==> config.mk <==
export PLATFORM = sky130hd
export DESIGN_NAME = dispense_session_controller
export DESIGN_NICKNAME = d
export VERILOG_FILES = /design/src/design/dsc_pkg.sv /design/src/design/dispense_session_controller.sv
export VERILOG_INCLUDE_DIRS = /design/src /design/src/design
export SDC_FILE = /design/constraint.sdc
export NUM_CORES = 2
export LEC_CHECK = 0
export BUFFER_PORTS_ARGS = -buffer_cell sky130_fd_sc_hd__buf_2
export CAP_MARGIN = 20
export CORE_ASPECT_RATIO = 0.8
export CORE_MARGIN = 2
export CORE_UTILIZATION = 30
export CTS_CLUSTER_SIZE = 40
export DETAILED_ROUTE_END_ITERATION = 8
export PLACE_DENSITY_LB_ADDON = 0.2
export SYNTH_ARGS = -nofsm -noshare
export SYNTH_HDL_FRONTEND = slang
export SYNTH_SLANG_ARGS = --single-unit
export TNS_END_PERCENT = 30
==> constraint.sdc <==
create_clock -name clk -period 30.3 [get_ports clk]
set_clock_uncertainty 0.2 [all_clocks]
set_input_delay 1.515 -clock clk [delete_from_list [all_inputs] [get_ports clk]]
set_output_delay 1.515 -clock clk [all_outputs]
set_load 0.02 [all_outputs]
==> src/design/dispense_session_controller_macros.svh <==
// Assertion macros for the dispense session controller.
// Depends on nothing; included by the top level.
`ifndef DISPENSE_SESSION_CONTROLLER_MACROS_SVH
`define DISPENSE_SESSION_CONTROLLER_MACROS_SVH
`ifndef ASSERT_OFF
`define DSC_ASSERT(label, clk, rst_n, prop) \
  label: assert property (@(posedge clk) disable iff (!rst_n) prop) else $error("assertion failed");
`define DSC_ASSERT_NR(label, clk, prop) \
  label: assert property (@(posedge clk) prop) else $error("assertion failed");
`else
`define DSC_ASSERT(label, clk, rst_n, prop)
`define DSC_ASSERT_NR(label, clk, prop)
`endif
`endif

==> src/design/dsc_pkg.sv <==
// Package for the dispense session controller: phase, event and command codes.
// Depends on nothing.
`timescale 1ns / 1ps
package dsc_pkg;
  localparam logic [2:0] PH_IDLE     = 3'd0;
  localparam logic [2:0] PH_WAIT     = 3'd1;
  localparam logic [2:0] PH_READY    = 3'd2;
  localparam logic [2:0] PH_RUN      = 3'd3;
  localparam logic [2:0] PH_PAUSE    = 3'd4;
  localparam logic [2:0] PH_DONE     = 3'd5;
  localparam logic [2:0] PH_WAITIDLE = 3'd6;

  localparam logic [2:0] FN_TICK     = 3'd0;
  localparam logic [2:0] FN_ORDER    = 3'd1;
  localparam logic [2:0] FN_START    = 3'd2;
  localparam logic [2:0] FN_STOP     = 3'd3;
  localparam logic [2:0] FN_CONTINUE = 3'd4;
  localparam logic [2:0] FN_FINISH   = 3'd5;
  localparam logic [2:0] FN_FAULT    = 3'd6;
  localparam logic [2:0] FN_SRESET   = 3'd7;

  localparam logic [1:0] EV_NONE    = 2'd0;
  localparam logic [1:0] EV_POSTPAY = 2'd1;
  localparam logic [1:0] EV_IDLE    = 2'd2;

  localparam logic [1:0] AB_NONE  = 2'd0;
  localparam logic [1:0] AB_ABORT = 2'd1;
  localparam logic [1:0] AB_PAUSE = 2'd2;

  localparam logic [2:0] CFG_POLL     = 3'd0;
  localparam logic [2:0] CFG_DEBOUNCE = 3'd1;
  localparam logic [2:0] CFG_PAUSE    = 3'd2;
  localparam logic [2:0] CFG_FINISH   = 3'd3;
  localparam logic [2:0] CFG_POSTPAY  = 3'd4;

  function automatic logic reached(input logic [31:0] t, input logic [31:0] dl);
    logic [31:0] d;
    d = t - dl;
    return ~d[31];
  endfunction
endpackage

==> src/design/dispense_session_controller.sv <==
// Dispense session controller: one event per item, one result per item.
// An accepted item's result is registered in the output register, or in the skid spare while the output is held.
// Throughput: one item per cycle while the skid spare is empty; a held result is parted by a skid stage.
// Reset (rst_n, synchronous, active low) puts the phase to idle, clears all
// session state and loads the register defaults. No clearing pass.
// Depends on dsc_pkg and dispense_session_controller_macros.svh.
`timescale 1ns / 1ps
`include "dispense_session_controller_macros.svh"
module dispense_session_controller
  import dsc_pkg::*;
(
  input  logic        clk,
  input  logic        rst_n,
  input  logic        cfg_we,
  input  logic [2:0]  cfg_index,
  input  logic [31:0] cfg_data,
  input  logic        in_tvalid,
  output logic        in_tready,
  // func[2:0]
  input  logic [2:0]  in_tuser,
  // now_ms[31:0], order_tag[63:32], order_len_ms[95:64],
  // container_present[96], pump_busy[97], wake_ready[98], standby_on[99],
  // tray_full[100], tank_empty[101], start_ok[102], done_seen[103]
  input  logic [103:0] in_tdata,
  output logic        out_tvalid,
  input  logic        out_tready,
  // accepted[0], event_code[2:1], phase_now[5:3], start_request[6],
  // start_length_ms[38:7], abort_cmd[40:39], standby_enable[41],
  // dispensed_total_ms[73:42], continue_visible[74]; zero fill
  output logic [79:0] out_tdata
);
  // configuration
  logic [15:0] poll_r;
  logic [3:0]  deb_r;
  logic [31:0] pto_r, fho_r, ppo_r;

  always_ff @(posedge clk) begin
    if (!rst_n) begin
      poll_r <= 16'd100; deb_r <= 4'd3; pto_r <= 32'd60000;
      fho_r <= 32'd3000; ppo_r <= 32'd120000;
    end else if (cfg_we) begin
      case (cfg_index)
        CFG_POLL:     poll_r <= cfg_data[15:0];
        CFG_DEBOUNCE: deb_r <= cfg_data[3:0];
        CFG_PAUSE:    pto_r <= cfg_data;
        CFG_FINISH:   fho_r <= cfg_data;
        CFG_POSTPAY:  ppo_r <= cfg_data;
        default: ;
      endcase
    end
  end

  // skid stage: main output register plus one spare
  logic        ov_r, sv_r;
  logic [74:0] od_r, sd_r;
  assign in_tready  = ~sv_r;
  assign out_tvalid = ov_r;
  assign out_tdata  = {5'd0, od_r};
  wire take = in_tvalid & in_tready;

  // session state
  logic [2:0]  ph_r, ph_nxt;
  logic [31:0] fdl_r, fdl_nxt, lpt_r, lpt_nxt, con_r, con_nxt, acc_r, acc_nxt;
  logic [31:0] seg_r, seg_nxt, pdl_r, pdl_nxt, pend_r, pend_nxt, ppd_r, ppd_nxt;
  logic [31:0] lord_r, lord_nxt;
  logic [3:0]  stk_r, stk_nxt;
  logic        pv_r, pv_nxt, pa_r, pa_nxt, rp_r, rp_nxt;

  // fields
  logic [2:0]  fn;
  logic [31:0] t, tag, dur;
  logic        pres, busy, wake, stby, tray, tank, ok, done;
  assign fn = in_tuser;        assign t = in_tdata[31:0];
  assign tag = in_tdata[63:32]; assign dur = in_tdata[95:64];
  assign pres = in_tdata[96];  assign busy = in_tdata[97];
  assign wake = in_tdata[98];  assign stby = in_tdata[99];
  assign tray = in_tdata[100]; assign tank = in_tdata[101];
  assign ok = in_tdata[102];   assign done = in_tdata[103];

  // values seen from the state at entry
  logic [31:0] run_len, tot0, left0, pd;
  logic        left0_nz, poll_due, sense_hit;
  logic [3:0]  stk_poll;
  always_comb begin
    run_len  = t - seg_r;
    tot0     = (ph_r == PH_RUN) ? acc_r + run_len : acc_r;
    left0    = (con_r == 32'd0 || tot0 >= con_r) ? 32'd0 : con_r - tot0;
    left0_nz = left0 != 32'd0;
    pd       = t - lpt_r;
    poll_due = !(pv_r && (pd[31] || pd < {16'd0, poll_r}));
    // sense with wanted = absent for every caller except the wait phase
    if (pres == (ph_r == PH_WAIT))
      stk_poll = (stk_r < deb_r) ? stk_r + 4'd1 : stk_r;
    else
      stk_poll = 4'd0;
    sense_hit = poll_due && (stk_poll >= deb_r);
  end

  logic        o_acc, o_start, o_stb;
  logic [1:0]  o_ev, o_ab;
  logic [31:0] o_len, tot_n;
  logic        vis;

  always_comb begin
    ph_nxt = ph_r; fdl_nxt = fdl_r; lpt_nxt = lpt_r; con_nxt = con_r;
    acc_nxt = acc_r; seg_nxt = seg_r; pdl_nxt = pdl_r; pend_nxt = pend_r;
    ppd_nxt = ppd_r; lord_nxt = lord_r; stk_nxt = stk_r; pv_nxt = pv_r;
    pa_nxt = pa_r; rp_nxt = rp_r;
    o_acc = 1'b0; o_ev = EV_NONE; o_start = 1'b0; o_len = 32'd0;
    o_ab = AB_NONE; o_stb = 1'b0;
    case (fn)
      FN_TICK: begin
        if (ph_r == PH_WAIT || ph_r == PH_READY) begin
          if (reached(t, ppd_r)) begin
            ph_nxt = PH_IDLE; fdl_nxt = '0; lpt_nxt = '0; pv_nxt = 1'b0;
            con_nxt = '0; acc_nxt = '0; seg_nxt = '0; pdl_nxt = '0;
            pa_nxt = 1'b0; pend_nxt = '0; ppd_nxt = '0; stk_nxt = '0;
            rp_nxt = 1'b0; o_ev = EV_POSTPAY;
          end else if (poll_due) begin
            lpt_nxt = t; pv_nxt = 1'b1; stk_nxt = stk_poll;
            if (sense_hit) begin
              ph_nxt = (ph_r == PH_WAIT) ? PH_READY : PH_WAIT;
              stk_nxt = '0; pv_nxt = 1'b0;
            end
          end
        end else if (ph_r == PH_RUN) begin
          if (poll_due) begin
            lpt_nxt = t; pv_nxt = 1'b1; stk_nxt = stk_poll;
          end
          if (sense_hit) begin
            acc_nxt = tot0; seg_nxt = '0; o_ab = AB_ABORT;
            pdl_nxt = '0; pa_nxt = 1'b0; rp_nxt = 1'b0;
            ph_nxt = PH_DONE; fdl_nxt = t + fho_r; con_nxt = '0;
          end else begin
            o_stb = !busy && wake;
            if (!left0_nz) begin
              acc_nxt = tot0; seg_nxt = '0;
              ph_nxt = PH_DONE; fdl_nxt = t + fho_r; con_nxt = '0;
            end
          end
        end else if (ph_r == PH_PAUSE) begin
          if (pa_r && reached(t, pdl_r)) begin
            pdl_nxt = '0; pa_nxt = 1'b0; rp_nxt = 1'b0;
            ph_nxt = PH_DONE; fdl_nxt = t + fho_r; con_nxt = '0;
          end else begin
            if (poll_due) begin
              lpt_nxt = t; pv_nxt = 1'b1; stk_nxt = stk_poll;
            end
            if (sense_hit) begin
              pdl_nxt = '0; pa_nxt = 1'b0; rp_nxt = 1'b0;
              ph_nxt = PH_DONE; fdl_nxt = t + fho_r; con_nxt = '0;
            end else begin
              o_stb = !busy && wake;
              if (rp_r && !busy && stby && pres && left0_nz) begin
                o_start = 1'b1; o_len = left0;
                if (ok) begin
                  seg_nxt = t; rp_nxt = 1'b0; ph_nxt = PH_RUN;
                  stk_nxt = '0; pv_nxt = 1'b0;
                end
              end
            end
          end
        end else if (ph_r == PH_DONE) begin
          if (reached(t, fdl_r)) ph_nxt = PH_WAITIDLE;
        end else if (ph_r == PH_WAITIDLE) begin
          if (done || !busy) begin
            ph_nxt = PH_IDLE; fdl_nxt = '0; lpt_nxt = '0; pv_nxt = 1'b0;
            con_nxt = '0; acc_nxt = '0; seg_nxt = '0; pdl_nxt = '0;
            pa_nxt = 1'b0; pend_nxt = '0; ppd_nxt = '0; stk_nxt = '0;
            rp_nxt = 1'b0; o_stb = 1'b1; o_ev = EV_IDLE;
          end
        end
      end
      FN_ORDER: begin
        if (tag != 32'd0 && ph_r == PH_IDLE && tag != lord_r && wake) begin
          o_stb = !stby; lord_nxt = tag; pend_nxt = dur; con_nxt = '0;
          acc_nxt = '0; seg_nxt = '0; ppd_nxt = t + ppo_r;
          ph_nxt = pres ? PH_READY : PH_WAIT; stk_nxt = '0; pv_nxt = 1'b0;
          o_acc = 1'b1;
        end
      end
      FN_START: begin
        if (ph_r == PH_READY && !tray && !tank) begin
          if (!pres) begin
            ph_nxt = PH_WAIT; stk_nxt = '0; pv_nxt = 1'b0;
          end else begin
            o_start = 1'b1; o_len = pend_r;
            if (ok) begin
              con_nxt = pend_r; acc_nxt = '0; seg_nxt = t; pdl_nxt = '0;
              pa_nxt = 1'b0; ppd_nxt = '0; rp_nxt = 1'b0; ph_nxt = PH_RUN;
              fdl_nxt = '0; stk_nxt = '0; pv_nxt = 1'b0; o_acc = 1'b1;
            end
          end
        end
      end
      FN_STOP: begin
        if (ph_r == PH_RUN) begin
          acc_nxt = tot0; seg_nxt = '0; o_ab = AB_PAUSE; ph_nxt = PH_PAUSE;
          pdl_nxt = t + pto_r; pa_nxt = 1'b1; rp_nxt = 1'b0;
          stk_nxt = '0; pv_nxt = 1'b0; o_acc = 1'b1;
        end
      end
      FN_CONTINUE: begin
        if (ph_r == PH_PAUSE && !tray && !tank && pres) begin
          if (!left0_nz) begin
            pdl_nxt = '0; pa_nxt = 1'b0; rp_nxt = 1'b0;
            ph_nxt = PH_DONE; fdl_nxt = t + fho_r; con_nxt = '0; o_acc = 1'b1;
          end else begin
            pdl_nxt = '0; pa_nxt = 1'b0;
            if (busy) begin
              rp_nxt = 1'b1; o_acc = 1'b1;
            end else begin
              o_stb = wake; o_start = 1'b1; o_len = left0;
              if (ok) begin
                seg_nxt = t; rp_nxt = 1'b0; ph_nxt = PH_RUN;
                stk_nxt = '0; pv_nxt = 1'b0; o_acc = 1'b1;
              end
            end
          end
        end
      end
      FN_FINISH: begin
        if (ph_r == PH_PAUSE) begin
          pdl_nxt = '0; pa_nxt = 1'b0; rp_nxt = 1'b0;
          ph_nxt = PH_DONE; fdl_nxt = t + fho_r; con_nxt = '0; o_acc = 1'b1;
        end
      end
      FN_FAULT: begin
        if (ph_r == PH_RUN) o_ab = AB_ABORT;
        ph_nxt = PH_IDLE; fdl_nxt = '0; lpt_nxt = '0; pv_nxt = 1'b0;
        con_nxt = '0; acc_nxt = '0; seg_nxt = '0; pdl_nxt = '0;
        pa_nxt = 1'b0; pend_nxt = '0; ppd_nxt = '0; stk_nxt = '0;
        rp_nxt = 1'b0; o_acc = 1'b1;
      end
      default: begin
        lord_nxt = '0; o_acc = 1'b1;
      end
    endcase
  end

  // outputs after the step; contract remaining only matters while paused
  logic [31:0] left_n;
  always_comb begin
    tot_n  = (ph_nxt == PH_RUN) ? acc_nxt + (t - seg_nxt) : acc_nxt;
    left_n = (con_nxt == 32'd0 || acc_nxt >= con_nxt) ? 32'd0 : con_nxt - acc_nxt;
    vis = ph_nxt == PH_PAUSE && !rp_nxt && !busy && stby && pres
          && left_n != 32'd0;
  end

  wire [74:0] res = {vis, tot_n, o_stb, o_ab, o_len, o_start, ph_nxt, o_ev, o_acc};

  always_ff @(posedge clk) begin
    if (!rst_n) begin
      ph_r <= PH_IDLE; fdl_r <= '0; lpt_r <= '0; con_r <= '0; acc_r <= '0;
      seg_r <= '0; pdl_r <= '0; pend_r <= '0; ppd_r <= '0; lord_r <= '0;
      stk_r <= '0; pv_r <= 1'b0; pa_r <= 1'b0; rp_r <= 1'b0;
    end else if (take) begin
      ph_r <= ph_nxt; fdl_r <= fdl_nxt; lpt_r <= lpt_nxt; con_r <= con_nxt;
      acc_r <= acc_nxt; seg_r <= seg_nxt; pdl_r <= pdl_nxt; pend_r <= pend_nxt;
      ppd_r <= ppd_nxt; lord_r <= lord_nxt; stk_r <= stk_nxt; pv_r <= pv_nxt;
      pa_r <= pa_nxt; rp_r <= rp_nxt;
    end
  end

  // output register and skid spare
  always_ff @(posedge clk) begin
    if (!rst_n) begin
      ov_r <= 1'b0; sv_r <= 1'b0;
    end else begin
      if (!ov_r || out_tready) begin
        ov_r <= sv_r | take;
        sv_r <= 1'b0;
      end else if (take) begin
        sv_r <= 1'b1;
      end
    end
  end

  always_ff @(posedge clk) begin
    if (!ov_r || out_tready) begin
      od_r <= sv_r ? sd_r : res;
    end
    if (take && ov_r && !out_tready) sd_r <= res;
    else if (take && sv_r && (!ov_r || out_tready)) sd_r <= res;
  end

  `DSC_ASSERT(a_skid_full_holds, clk, rst_n, sv_r |-> ov_r)
  `DSC_ASSERT(a_no_take_when_full, clk, rst_n, sv_r |-> !take)
  `DSC_ASSERT(a_phase_range, clk, rst_n, ph_r != 3'd7)
  `DSC_ASSERT(a_streak_bound, clk, rst_n, take |=> (stk_r <= 4'd15))
endmodule

==> flow_metrics.py <==
metrics = {
    "timing": {
        "tightestPinTransition_ns": 1.17,
        "fmax_mhz": 65.0,
        "hold_violations": 0,
        "layout_min_cycle_time_ns": 15.40,
        "timing.hold.ws_ns": 0.251,
        "drv_slew": 0,
        "tns_ns": 0,
        "setup_viol": 0,
        "post-route-period-util_pct": 50.8,
        "rsz0062_at_grt": "false",
        "slew_headroom_pct": 22.1,
    },
    "grt": {
        "grt_busiest_layer": "met1",
        "met2_usage_pct": 30.0,
        "grt_start_max_net_pins": 159,
        "grt_first_pass_wirelength_mm": 233,
        "grt_use_met3_pct": 4.64,
        "grt_pass1_vias": 35700,
        "grt_use_met1_pct": 31.9,
        "grt.overflow.total": 0,
        "antenna_found_initial": 10,
        "track_usage_pct": 21.2,
    },
    "min_path": {
        "holdCritPathClass": "reg -> reg",
        "worstHoldStart": "ppd_r[22]$_SDFFE_PN0P_",
        "hold_end": "ppd_r[22]$_SDFFE_PN0P_",
        "whs_path_depth": 2,
    },
    "critical_path": {
        "worstSetupStartpoint": "in_tdata[1]",
        "reg2reg_from": "acc_r[0]$_SDFFE_PN0P_",
        "r2r_end": "od_r[73]$_DFFE_PP_",
        "critPathMostFrequentCell": "a21oi_1",
        "required_ns": 30.51,
        "slowest_stage": "o41a_1",
        "crit_path_max_incr_delay_ns": 0.75,
        "end_kind": "flop",
        "worstRegToRegCells": 51,
        "cp_max_fo": 28,
        "criticalPathCategory": "in -> reg",
        "critPathArrivalTime_ns": 15.61,
        "critPathLaunchType": "input port",
        "reg2reg_setup_slack_ns": 15.75,
    },
    "synth": {
        "netlist_instances": 5084,
        "synth_area_um2": 41900,
        "synth_seq_area_share_pct": 30.6,
        "async_flop_share_pct": 0,
        "avgSynthCellArea_um2": 8.24,
        "ys_ff_latch": 566,
        "synth_edf_count": 150,
        "ys_types": 96,
        "yosysWarnings": 0,
        "synthFlopType": "dfxtp_1",
    },
    "pwr": {
        "vdd_ir_drop_max_uv": 39.9,
        "p_per_area_nw_per_um2": 50.7,
        "p_leak_nw": 19.2,
        "p_total_mw": 2.41,
    },
    "die": {
        "boundaryPins": 229,
        "die_h_um": 338,
        "core_um2": 138000,
        "core.rowCount": 122,
        "die-area_um2": 143000,
        "fp.dieW_um": 422,
        "initial_utilization_pct": 30.3,
    },
    "clocking": {
        "cts_hold_buf": 0,
        "clkLatencyLatePin_ns": 0.71,
        "cts_tree": "done",
        "numCtsBuffers": 76,
        "path_clk_slew_ns": 0.06,
        "cts_resized": 0,
        "cts_max_level": 3,
        "post_cts_buffers": 0,
        "cts_sinks": 566,
        "clockBufferDepth": 3,
        "cts_root_buffer": "clkbuf_16",
    },
    "drt": {
        "drc": 0,
        "vias": 38300,
        "finalWirelength_mm": 155,
        "wl_per_cell_um": 21.7,
        "ant_nets": 0,
        "avgViaCountPerCell": 5.35,
        "drt_iter0_drc": 3917,
        "firstDrtPassIters": 8,
    },
    "cells_and_area": {
        "fin_area_um2": 47600,
        "mostFrequentLayoutCells": "nand2_1 (551), a21oi_1 (505), inv_1 (443)",
        "final_core_util_pct": 34.4,
        "area_delta_synth_final_pct": 13.7,
        "nNetsFinal": 5809,
        "reg.largest.list": "od_r (75), sd_r (75)",
        "layout_commonest_cell": "nand2_1",
        "fillers": 14500,
        "drive_above_1_share_pct": 11.3,
    },
    "job": {
        "maxCapViolCount": 0,
    },
    "placement": {
        "hpwlAfterDp_mm": 118,
        "port_buffers": 223,
        "postPlaceCellArea_um2": 45100,
        "gp_congestion": 0.981,
    },
    "outcome": {
        "status": "finished clean",
    },
}
[layout make-up]
class | instances | area, um^2 | share of cell area (%)
inverter | 446 | 1680 | 3.53
timing repair buffer | 295 | 1670 | 3.50
sequential | 566 | 12800 | 26.9
antenna | 6 | 15.0 | 0.0315
clock inverter | 34 | 349 | 0.733
tap | 1860 | 2330 | 4.88
multi-input combinational | 3841 | 26600 | 55.8
clock buffer | 102 | 2190 | 4.61
[cells in the mapped netlist, drive strengths merged, types with 65 or more instances]
| library cell | number | share of area (%) |
|---|---|---|
| a211oi | 71 | 1.3 |
| a21o | 102 | 1.8 |
| a21oi | 512 | 6.2 |
| a22oi | 130 | 2.3 |
| clkbuf | 203 | 1.8 |
| dfxtp | 416 | 20 |
| edfxtp | 150 | 11 |
| fa | 68 | 3.2 |
| ha | 368 | 11 |
| inv | 445 | 4.0 |
| mux2 | 93 | 2.6 |
| mux2i | 80 | 1.9 |
| nand2 | 552 | 4.9 |
| nand3 | 151 | 1.8 |
| nor2 | 400 | 3.6 |
| nor3 | 91 | 1.1 |
| o21ai | 235 | 2.8 |
| xnor2 | 157 | 3.3 |
| xor2 | 65 | 1.4 |
[routing by layer]
layer,vias to the layer above,routed length (um)
met4,0,3640
met5,-,0
met3,169,11400
met1,18300,77800
met2,1267,62700
li1,18500,-
[where the power goes]
part | total, mW | internal [mW] | switching, mW
combinational | 0.657 | 0.238 | 0.419
clock | 0.937 | 0.552 | 0.385
sequential | 0.820 | 0.804 | 0.0166
total | 2.41 | 1.59 | 0.820
[worst max-delay path by stage]
stage                                     to  slack (ns)  cells after the start
after global routing      od_r[73]$_DFFE_PP_       13.80                     50
after floorplan           od_r[72]$_DFFE_PP_       18.30                     48
after global placement    od_r[73]$_DFFE_PP_       14.51                     50
final                     od_r[73]$_DFFE_PP_       14.90                     50
after detailed placement  od_r[73]$_DFFE_PP_       14.46                     50
after CTS                 od_r[73]$_DFFE_PP_       15.12                     50
[worst max-delay path: cells and delay by family]
| family | cells | cell delay, ns |
|---|---|---|
| AO/OA/AOI/OAI | 32 | 9.06 |
| XOR/XNOR | 2 | 0.63 |
| adder cells (fa/ha/maj) | 5 | 1.79 |
| multiplexers | 1 | 0.31 |
| AND/OR/NAND/NOR | 4 | 0.81 |
| buffers and inverters | 6 | 1.38 |
[cell families (layout without fill, tap and decap cells)]
| logic type | Yosys count | in the layout | synth area share (%) |
|---|---|---|---|
| XOR/XNOR | 223 | 223 | 4.69 |
| flip-flops | 566 | 566 | 30.6 |
| multiplexers | 173 | 173 | 4.48 |
| adder cells (fa/ha/maj) | 436 | 436 | 14.2 |
| AO/OA/AOI/OAI | 1486 | 1486 | 23.2 |
| buffers and inverters | 681 | 877 | 6.30 |
| AND/OR/NAND/NOR | 1518 | 1518 | 16.4 |
| other | 1 | 11 | 0.00895 |
[through the flow]
step                      instances  setup WS (ns)
final                          7150          14.90
after global routing           7147          13.80
after CTS                      7144          15.12
after detailed placement       7008          14.46
after global placement         7008          14.51
after floorplan                5088          18.30
Note: power is estimated with default switching activity, not from simulation.
